--- src/rtl/core/fci_pkg.sv ---
package fci_pkg;

   localparam int CURVE_POINTS_DEFAULT = 10;
   localparam int CURVE_POINTS_MAX = 32;
   localparam int POINT_IDX_W = $clog2(CURVE_POINTS_MAX);

   localparam int TEMP_W = 8;
   localparam int LEVEL_W = 17;
   localparam int SAMPLE_W = 16;
   localparam int POINT_W = TEMP_W + LEVEL_W;

   localparam logic [LEVEL_W-1:0] LEVEL_FULL = 17'h10000;

   localparam logic OP_WRITE = 1'b0;
   localparam logic OP_EVAL = 1'b1;

   localparam logic [1:0] REGION_INTERP = 2'd0;
   localparam logic [1:0] REGION_BELOW = 2'd1;
   localparam logic [1:0] REGION_ABOVE = 2'd2;
   localparam logic [1:0] REGION_FLAT = 2'd3;

   typedef struct packed {
      logic signed [TEMP_W-1:0] temp;
      logic [LEVEL_W-1:0] level;
   } point_type;

   // Factory curve: 25 C to 70 C in 5 degree steps, 10 % to 100 % of full speed.
   function automatic point_type default_point(input logic [POINT_IDX_W-1:0] idx);
      point_type p;
      case (idx)
         5'd0: begin
            p.temp = 8'sd25; p.level = 17'd6554;
         end
         5'd1: begin
            p.temp = 8'sd30; p.level = 17'd13107;
         end
         5'd2: begin
            p.temp = 8'sd35; p.level = 17'd19661;
         end
         5'd3: begin
            p.temp = 8'sd40; p.level = 17'd26214;
         end
         5'd4: begin
            p.temp = 8'sd45; p.level = 17'd32768;
         end
         5'd5: begin
            p.temp = 8'sd50; p.level = 17'd39322;
         end
         5'd6: begin
            p.temp = 8'sd55; p.level = 17'd45875;
         end
         5'd7: begin
            p.temp = 8'sd60; p.level = 17'd52429;
         end
         5'd8: begin
            p.temp = 8'sd65; p.level = 17'd58982;
         end
         default: begin
            p.temp = 8'sd70; p.level = LEVEL_FULL;
         end
      endcase
      return p;
   endfunction

endpackage

--- src/rtl/core/fci_ram.sv ---
module fci_ram #(
   parameter int WIDTH = 8,
   parameter int DEPTH = 16
) (
   input  logic                     clock,
   input  logic                     wr_en,
   input  logic [$clog2(DEPTH)-1:0] wr_addr,
   input  logic [WIDTH-1:0]         wr_data,
   input  logic [$clog2(DEPTH)-1:0] rd_addr,
   output logic [WIDTH-1:0]         rd_data
);

   logic [WIDTH-1:0] mem [DEPTH];

   always_ff @(posedge clock) begin
      if (wr_en) begin
         mem[wr_addr] <= wr_data;
      end
      rd_data <= mem[rd_addr];
   end

endmodule

--- src/rtl/core/fan_curve_interpolator.sv ---
// Channel   Ports                                         Direction
// request   start, busy, req_operation, req_entry_index,  in (busy out)
//           req_entry_temperature, req_entry_level,
//           req_temperature
// response  rsp_valid, rsp_fan_level, rsp_region          out
//
// A breakpoint write gives no response.
// An evaluation scans the curve with one memory read per breakpoint and either ends
// on the scan or interpolates with a multiply, the restoring divider and a final add.
// The response shows for one cycle, as busy falls; the receiver cannot stall it.
// Reset restores the factory curve at once through per-entry valid bits.
module fan_curve_interpolator #(
   parameter int CURVE_POINTS = fci_pkg::CURVE_POINTS_DEFAULT
) (
   input  logic                                 clock,
   input  logic                                 reset,
   input  logic                                 start,
   output logic                                 busy,
   input  logic                                 req_operation,
   input  logic [3:0]                           req_entry_index,
   input  logic signed [fci_pkg::TEMP_W-1:0]    req_entry_temperature,
   input  logic [fci_pkg::LEVEL_W-1:0]          req_entry_level,
   input  logic signed [fci_pkg::SAMPLE_W-1:0]  req_temperature,
   output logic                                 rsp_valid,
   output logic [fci_pkg::LEVEL_W-1:0]          rsp_fan_level,
   output logic [1:0]                           rsp_region
);

   import fci_pkg::*;

   localparam int IDX_W = $clog2(CURVE_POINTS);
   localparam int CMP_W = $bits(req_entry_index) + 2;
   localparam int DIV_STEPS = LEVEL_W;
   localparam int DIVCNT_W = $clog2(DIV_STEPS + 1);

   localparam logic [2:0] ST_IDLE = 3'd0;
   localparam logic [2:0] ST_SCAN = 3'd1;
   localparam logic [2:0] ST_MUL = 3'd2;
   localparam logic [2:0] ST_DIV = 3'd3;
   localparam logic [2:0] ST_FIN = 3'd4;

   logic [2:0] state_ff, state_in;
   logic [CURVE_POINTS-1:0] valid_ff, valid_in;
   logic [IDX_W-1:0] pt_idx_ff, pt_idx_in;
   logic rd_def_ff;
   logic signed [SAMPLE_W-1:0] t_ff, t_in;
   logic signed [TEMP_W-1:0] lo_temp_ff, lo_temp_in, hi_temp_ff, hi_temp_in;
   logic [LEVEL_W-1:0] lo_level_ff, lo_level_in, hi_level_ff, hi_level_in;
   logic neg_ff, neg_in;
   logic [SAMPLE_W-1:0] div_ff, div_in;
   logic [SAMPLE_W-1:0] rem_ff, rem_in;
   logic [LEVEL_W-1:0] quo_ff, quo_in;
   logic [DIVCNT_W-1:0] cnt_ff, cnt_in;
   logic rsp_valid_ff, rsp_valid_in;
   logic [LEVEL_W-1:0] rsp_level_ff, rsp_level_in;
   logic [1:0] rsp_region_ff, rsp_region_in;

   logic accept;
   logic wr_en;
   logic [IDX_W-1:0] wr_addr;
   logic [IDX_W-1:0] rd_addr;
   logic [POINT_W-1:0] wr_word;
   logic [POINT_W-1:0] rd_word;
   point_type wr_point;
   point_type cur;
   logic pt_last;
   logic signed [TEMP_W-1:0] cur_temp;
   logic signed [SAMPLE_W:0] offset;
   logic [LEVEL_W:0] diff;
   logic [LEVEL_W-1:0] mag;
   logic [TEMP_W:0] dt;
   logic [LEVEL_W+SAMPLE_W-1:0] product;
   logic [SAMPLE_W:0] trial;
   logic trial_ge;

   assign accept = start && !busy;
   assign busy = (state_ff != ST_IDLE);

   assign wr_en = accept && (req_operation == OP_WRITE)
                  && ({2'b00, req_entry_index} < CMP_W'(CURVE_POINTS));
   assign wr_addr = IDX_W'(req_entry_index);
   assign wr_point.temp = req_entry_temperature;
   assign wr_point.level = (req_entry_level > LEVEL_FULL) ? LEVEL_FULL : req_entry_level;
   assign wr_word = wr_point;

   assign pt_last = (pt_idx_ff == IDX_W'(CURVE_POINTS - 1));
   assign rd_addr = (state_ff == ST_IDLE || pt_last) ? '0 : pt_idx_ff + 1'b1;

   fci_ram #(
      .WIDTH(POINT_W),
      .DEPTH(CURVE_POINTS)
   ) u_fci_ram (
      .clock  (clock),
      .wr_en  (wr_en),
      .wr_addr(wr_addr),
      .wr_data(wr_word),
      .rd_addr(rd_addr),
      .rd_data(rd_word)
   );

   // Entries never written since reset read as the factory curve.
   assign cur = rd_def_ff ? default_point(POINT_IDX_W'(pt_idx_ff)) : point_type'(rd_word);
   assign cur_temp = cur.temp;

   assign offset = {t_ff[SAMPLE_W-1], t_ff} - {lo_temp_ff[TEMP_W-1], lo_temp_ff, 8'h00};
   assign diff = {1'b0, hi_level_ff} - {1'b0, lo_level_ff};
   assign mag = diff[LEVEL_W] ? (lo_level_ff - hi_level_ff) : diff[LEVEL_W-1:0];
   assign dt = {hi_temp_ff[TEMP_W-1], hi_temp_ff} - {lo_temp_ff[TEMP_W-1], lo_temp_ff};
   assign product = (LEVEL_W+SAMPLE_W)'(mag) * (LEVEL_W+SAMPLE_W)'(offset[SAMPLE_W-1:0]);

   assign trial = {rem_ff, quo_ff[LEVEL_W-1]};
   assign trial_ge = (trial >= {1'b0, div_ff});

   always_comb begin
      state_in = state_ff;
      valid_in = valid_ff;
      pt_idx_in = pt_idx_ff;
      t_in = t_ff;
      lo_temp_in = lo_temp_ff;
      lo_level_in = lo_level_ff;
      hi_temp_in = hi_temp_ff;
      hi_level_in = hi_level_ff;
      neg_in = neg_ff;
      div_in = div_ff;
      rem_in = rem_ff;
      quo_in = quo_ff;
      cnt_in = cnt_ff;
      rsp_valid_in = 1'b0;
      rsp_level_in = rsp_level_ff;
      rsp_region_in = rsp_region_ff;

      if (wr_en) begin
         valid_in[wr_addr] = 1'b1;
      end

      case (state_ff)
         ST_IDLE: begin
            pt_idx_in = '0;
            if (accept && req_operation == OP_EVAL) begin
               t_in = req_temperature;
               state_in = ST_SCAN;
            end
         end
         ST_SCAN: begin
            pt_idx_in = rd_addr;
            if (pt_idx_ff == '0) begin
               lo_temp_in = cur.temp;
               lo_level_in = cur.level;
               if (t_ff <= $signed({cur_temp, 8'h00})) begin
                  rsp_valid_in = 1'b1;
                  rsp_level_in = cur.level;
                  rsp_region_in = REGION_BELOW;
                  state_in = ST_IDLE;
               end
            end else if (t_ff <= $signed({cur_temp, 8'h00})) begin
               hi_temp_in = cur.temp;
               hi_level_in = cur.level;
               if (lo_level_ff == cur.level) begin
                  rsp_valid_in = 1'b1;
                  rsp_level_in = lo_level_ff;
                  rsp_region_in = REGION_FLAT;
                  state_in = ST_IDLE;
               end else if (cur_temp <= lo_temp_ff) begin
                  rsp_valid_in = 1'b1;
                  rsp_level_in = cur.level;
                  rsp_region_in = REGION_FLAT;
                  state_in = ST_IDLE;
               end else begin
                  state_in = ST_MUL;
               end
            end else begin
               lo_temp_in = cur.temp;
               lo_level_in = cur.level;
               if (pt_last) begin
                  rsp_valid_in = 1'b1;
                  rsp_level_in = cur.level;
                  rsp_region_in = REGION_ABOVE;
                  state_in = ST_IDLE;
               end
            end
         end
         ST_MUL: begin
            // The quotient never exceeds the level difference, so the upper
            // dividend bits already lie below the divisor.
            neg_in = diff[LEVEL_W];
            div_in = {dt[TEMP_W-1:0], 8'h00};
            rem_in = product[LEVEL_W+SAMPLE_W-1:LEVEL_W];
            quo_in = product[LEVEL_W-1:0];
            cnt_in = '0;
            state_in = ST_DIV;
         end
         ST_DIV: begin
            if (trial_ge) begin
               rem_in = SAMPLE_W'(trial - {1'b0, div_ff});
            end else begin
               rem_in = trial[SAMPLE_W-1:0];
            end
            quo_in = {quo_ff[LEVEL_W-2:0], trial_ge};
            cnt_in = cnt_ff + 1'b1;
            if (cnt_ff == DIVCNT_W'(DIV_STEPS - 1)) begin
               state_in = ST_FIN;
            end
         end
         ST_FIN: begin
            rsp_valid_in = 1'b1;
            rsp_level_in = neg_ff ? (lo_level_ff - quo_ff) : (lo_level_ff + quo_ff);
            rsp_region_in = REGION_INTERP;
            state_in = ST_IDLE;
         end
         default: begin
            state_in = ST_IDLE;
         end
      endcase
   end

   always_ff @(posedge clock) begin
      if (reset) begin
         state_ff <= ST_IDLE;
         valid_ff <= '0;
         rsp_valid_ff <= 1'b0;
      end else begin
         state_ff <= state_in;
         valid_ff <= valid_in;
         rsp_valid_ff <= rsp_valid_in;
      end
   end

   always_ff @(posedge clock) begin
      pt_idx_ff <= pt_idx_in;
      rd_def_ff <= !valid_ff[rd_addr];
      t_ff <= t_in;
      lo_temp_ff <= lo_temp_in;
      lo_level_ff <= lo_level_in;
      hi_temp_ff <= hi_temp_in;
      hi_level_ff <= hi_level_in;
      neg_ff <= neg_in;
      div_ff <= div_in;
      rem_ff <= rem_in;
      quo_ff <= quo_in;
      cnt_ff <= cnt_in;
      rsp_level_ff <= rsp_level_in;
      rsp_region_ff <= rsp_region_in;
   end

   assign rsp_valid = rsp_valid_ff;
   assign rsp_fan_level = rsp_level_ff;
   assign rsp_region = rsp_region_ff;

endmodule

--- config.mk ---
export PLATFORM = sky130hd
export DESIGN_NAME = fan_curve_interpolator
export DESIGN_NICKNAME = d
export VERILOG_FILES = /design/src/rtl/core/fci_pkg.sv /design/src/rtl/core/fci_ram.sv /design/src/rtl/core/fan_curve_interpolator.sv
export SDC_FILE = /design/constraint.sdc
export NUM_CORES = 1
export LEC_CHECK = 0
export BUFFER_PORTS_ARGS = -buffer_cell sky130_fd_sc_hd__buf_2
export CAP_MARGIN = 30
export CORE_MARGIN = 4
export CORE_UTILIZATION = 40
export CTS_CLUSTER_SIZE = 24
export DETAILED_ROUTE_END_ITERATION = 10
export GPL_TIMING_DRIVEN = 0
export PLACE_DENSITY = 0.54
export SYNTH_ARGS = -nofsm -noshare
export SYNTH_HDL_FRONTEND = slang
export SYNTH_HIERARCHICAL = 1
export SYNTH_SLANG_ARGS = --single-unit
--- constraint.sdc ---
create_clock -name clock -period 8.6 [get_ports clock]
set_input_delay 0.43 -clock clock [delete_from_list [all_inputs] [get_ports clock]]
set_output_delay 0.43 -clock clock [all_outputs]
set_load 0.1 [all_outputs]
==> metrics.yaml <==
outcome: "complete, but fails checks"
violations: "negative setup slack"
grt_setup_unrepaired: "true"
synthAdderAreaFrac: 0.226
drive_gt1_frac: 0.193
drt-vias-per-instance: 5.27
fin_crit_sh: 1.02
synth.mux.area_fraction: 0.0576
rows: 100
critPathMaxStageDelay_ns: 0.57
ys.flop_type: "edfxtp_1"
synth-compound-area-share: 0.0975
drc: 0
crit_slowest_cell: "fa_1"
cts_tree: "done"
synthXorXnorAreaFrac: 0.0316
met1_usage: 0.261
synth_top_cell_by_area: "edfxtp_1"
die_w_um: 283
yosys_warnings: 6
die_area_sq_um: 79900
clock_sinks: 441
syn_avg_cell_area_sq_um: 11.4
grt_max_degree: 33
synth-seq-cells: 441
max_cap_viol_count: 0
cts_made_buffers: 48
synth_area_leaders: "edfxtp_1 38%, fa_1 14%, ha_1 8.5%"
clk_latency_ns: 0.60
crit_type: "flop to flop"
synth_top_family_by_area: "adder cells"
use_met2: 0.401
netlist_area_sq_um: 30200
htree_levels: 2
fin_nets: 3387
clock_path_buffers: 3
grt_pass1_vias: 22000
fin_skew_ns: 0.0202
crit_path_end_kind: "flop"
start_util: 0.405
use_met3: 0.0253
antenna_left: 0
synth-simple-area-share: 0.104
overflow: 0
synthToLayoutAreaGrowth_pct: 18.8
synth_top_area_share: 0.384
holdCritPathClass: "input port to flop"
gp_congestion: 0.880
path_max_fanout: 3
slew_headroom: 0.253
detailed_place_hpwl_um: 63300
core_sq_um: 74600
ys_types: 79
cp-start-kind: "flop"
antenna_found_initial: 1
drt-pass1-iter-count: 7
period_minus_slack_ns: 8.80
grt-busiest-layer: "met2"
vias: 20700
fin_area_sq_um: 35900
drt-initial-drc-count: 1057
io_pins: 70
grt_pass1_wl_um: 130000
preCtsSetupSlack_ns: -1.48
post_drt_wl_per_cell_um: 21.5
async_flop_share: 0
finalMaxSlewViolations: 0
fin_tns_setup_ns: -0.269
worst_slack_ns: -0.199
hold_viol_final: 0
syn_inst: 2660
dpl_cell_area_sq_um: 32200
wirelength_um: 84600
yosysMostFrequentCell: "edfxtp_1"
io_buffers: 69
tightest_slew_ns: 1.12
die_h_um: 283
ys_seq_area_frac: 0.420
globalRouteTotalUtil: 0.214
synthTopCellsByCount: "386 x edfxtp_1, 364 x inv_1, 214 x fa_1"
critical_path_arrival_ns: 9.14
fmax_mhz: 114
clkTransAtPathRegs_ns: 0.06
synth_edf_count: 386
cts_root_buf: "clkbuf_16"
setup_viol: 3
worstPathRequired_ns: 8.94
syn-num-nets: 3127
[flip-flops by register name (all words and copies together) (netlist names), 8 cells and up, named ones only]
name and flops:
rem_ff 16, lo_level_ff 17, u_fci_ram/rd_data 25, lo_temp_ff 8
u_fci_ram/mem 250, valid_ff 10, div_ff 8, t_ff 16
hi_level_ff 17, hi_temp_ff 8, rsp_fan_level 17, quo_ff 17
[per-stage QoR]
step,util,hold WS (ns),std cells
floorplan,-,0.429,2660
global placement,0.426,0.448,3698
detailed placement,0.432,0.461,3726
CTS,0.474,0.00243,3908
global route,0.481,0.00640,3929
finish,0.481,0.0295,3930
[layer usage]
| metal | wire [um] | vias to the layer above |
|---|---|---|
| li1 | - | 9646 |
| met1 | 34300 | 10500 |
| met2 | 44400 | 471 |
| met5 | 8 | - |
| met4 | 2610 | 2 |
| met3 | 3380 | 140 |
[final cells by class]
class | instances | area, sq um
diodes | 1 | 2.50
inverters | 365 | 1380
well taps | 969 | 1210
multi-input cells | 1752 | 16500
fillers | 6773 | 38700
flip-flops and latches | 441 | 12700
clock buffers | 57 | 1300
clock inverters | 33 | 298
plain buffers | 97 | 628
repair buffers | 215 | 1810
[critical path, delay by kind of cell (launching register included)]
| family | cells | cell delay (ns) |
|---|---|---|
| xor gates and xnor gates | 1 | 0.18 |
| buffers and inverters | 9 | 0.82 |
| muxes | 1 | 0.20 |
| DFF | 1 | 0.39 |
| and+or+nand+nor | 3 | 0.56 |
| AOI/OAI and AO/OA | 12 | 2.60 |
| adders and majority gates | 9 | 3.77 |
[cells in the final DEF (no fill, tap or decap), types with 20 or more instances in the layout]
cell type  synthesis  final
a22o_1            25     25
o22ai_1           28     27
nor3_1            32     26
xor2_1            22     20
clkbuf_1          55     55
nand2_1          207    201
nor2_1           113    101
nor2b_1           47     45
buf_6             10     32
and2_1           116    115
a21oi_1          113     97
mux2i_1           77     71
mux2_2            81     80
buf_4              8    100
dfxtp_1           55     55
a21o_1            46     46
o21a_1            22     20
buf_2             17     77
inv_1            364    347
clkbuf_16          0     51
edfxtp_1         386    386
nand2b_1          35     35
o21ai_0           67     57
ha_1             204    181
fa_1             214    201
xnor2_1           74     71
o21ai_1           14     21
[final timing paths]
check / end / start / depth (start not counted) / slack [ns]
worst max-delay path: rem_ff[13] / hi_level_ff[0] / 35 / -0.20
worst min-delay path: t_ff[12] / req_temperature[12] / 1 / 0.03
worst max register to register: rem_ff[13] / hi_level_ff[0] / 35 / -0.20
worst min register to register: valid_ff[5] / valid_ff[5] / 2 / 0.47
[cells by family after synthesis]
group | after synthesis
buffers and inverters | 467
and+or+nand+nor | 632
muxes | 162
xor gates and xnor gates | 103
adders and majority gates | 418
DFF | 441
AOI/OAI and AO/OA | 437
[timing repair]
item	4_1_cts	5_1_grt
gates resized for setup	153	66
endpoints found under the hold margin	11	1
setup buffers	85	20
setup endpoints to repair	20	17
hold buffers	11	1
pin swaps	82	52
cloned	1	0
Power is not shown: default switching activity piles up to over one toggle a cycle in this logic, so the estimate is an artifact.
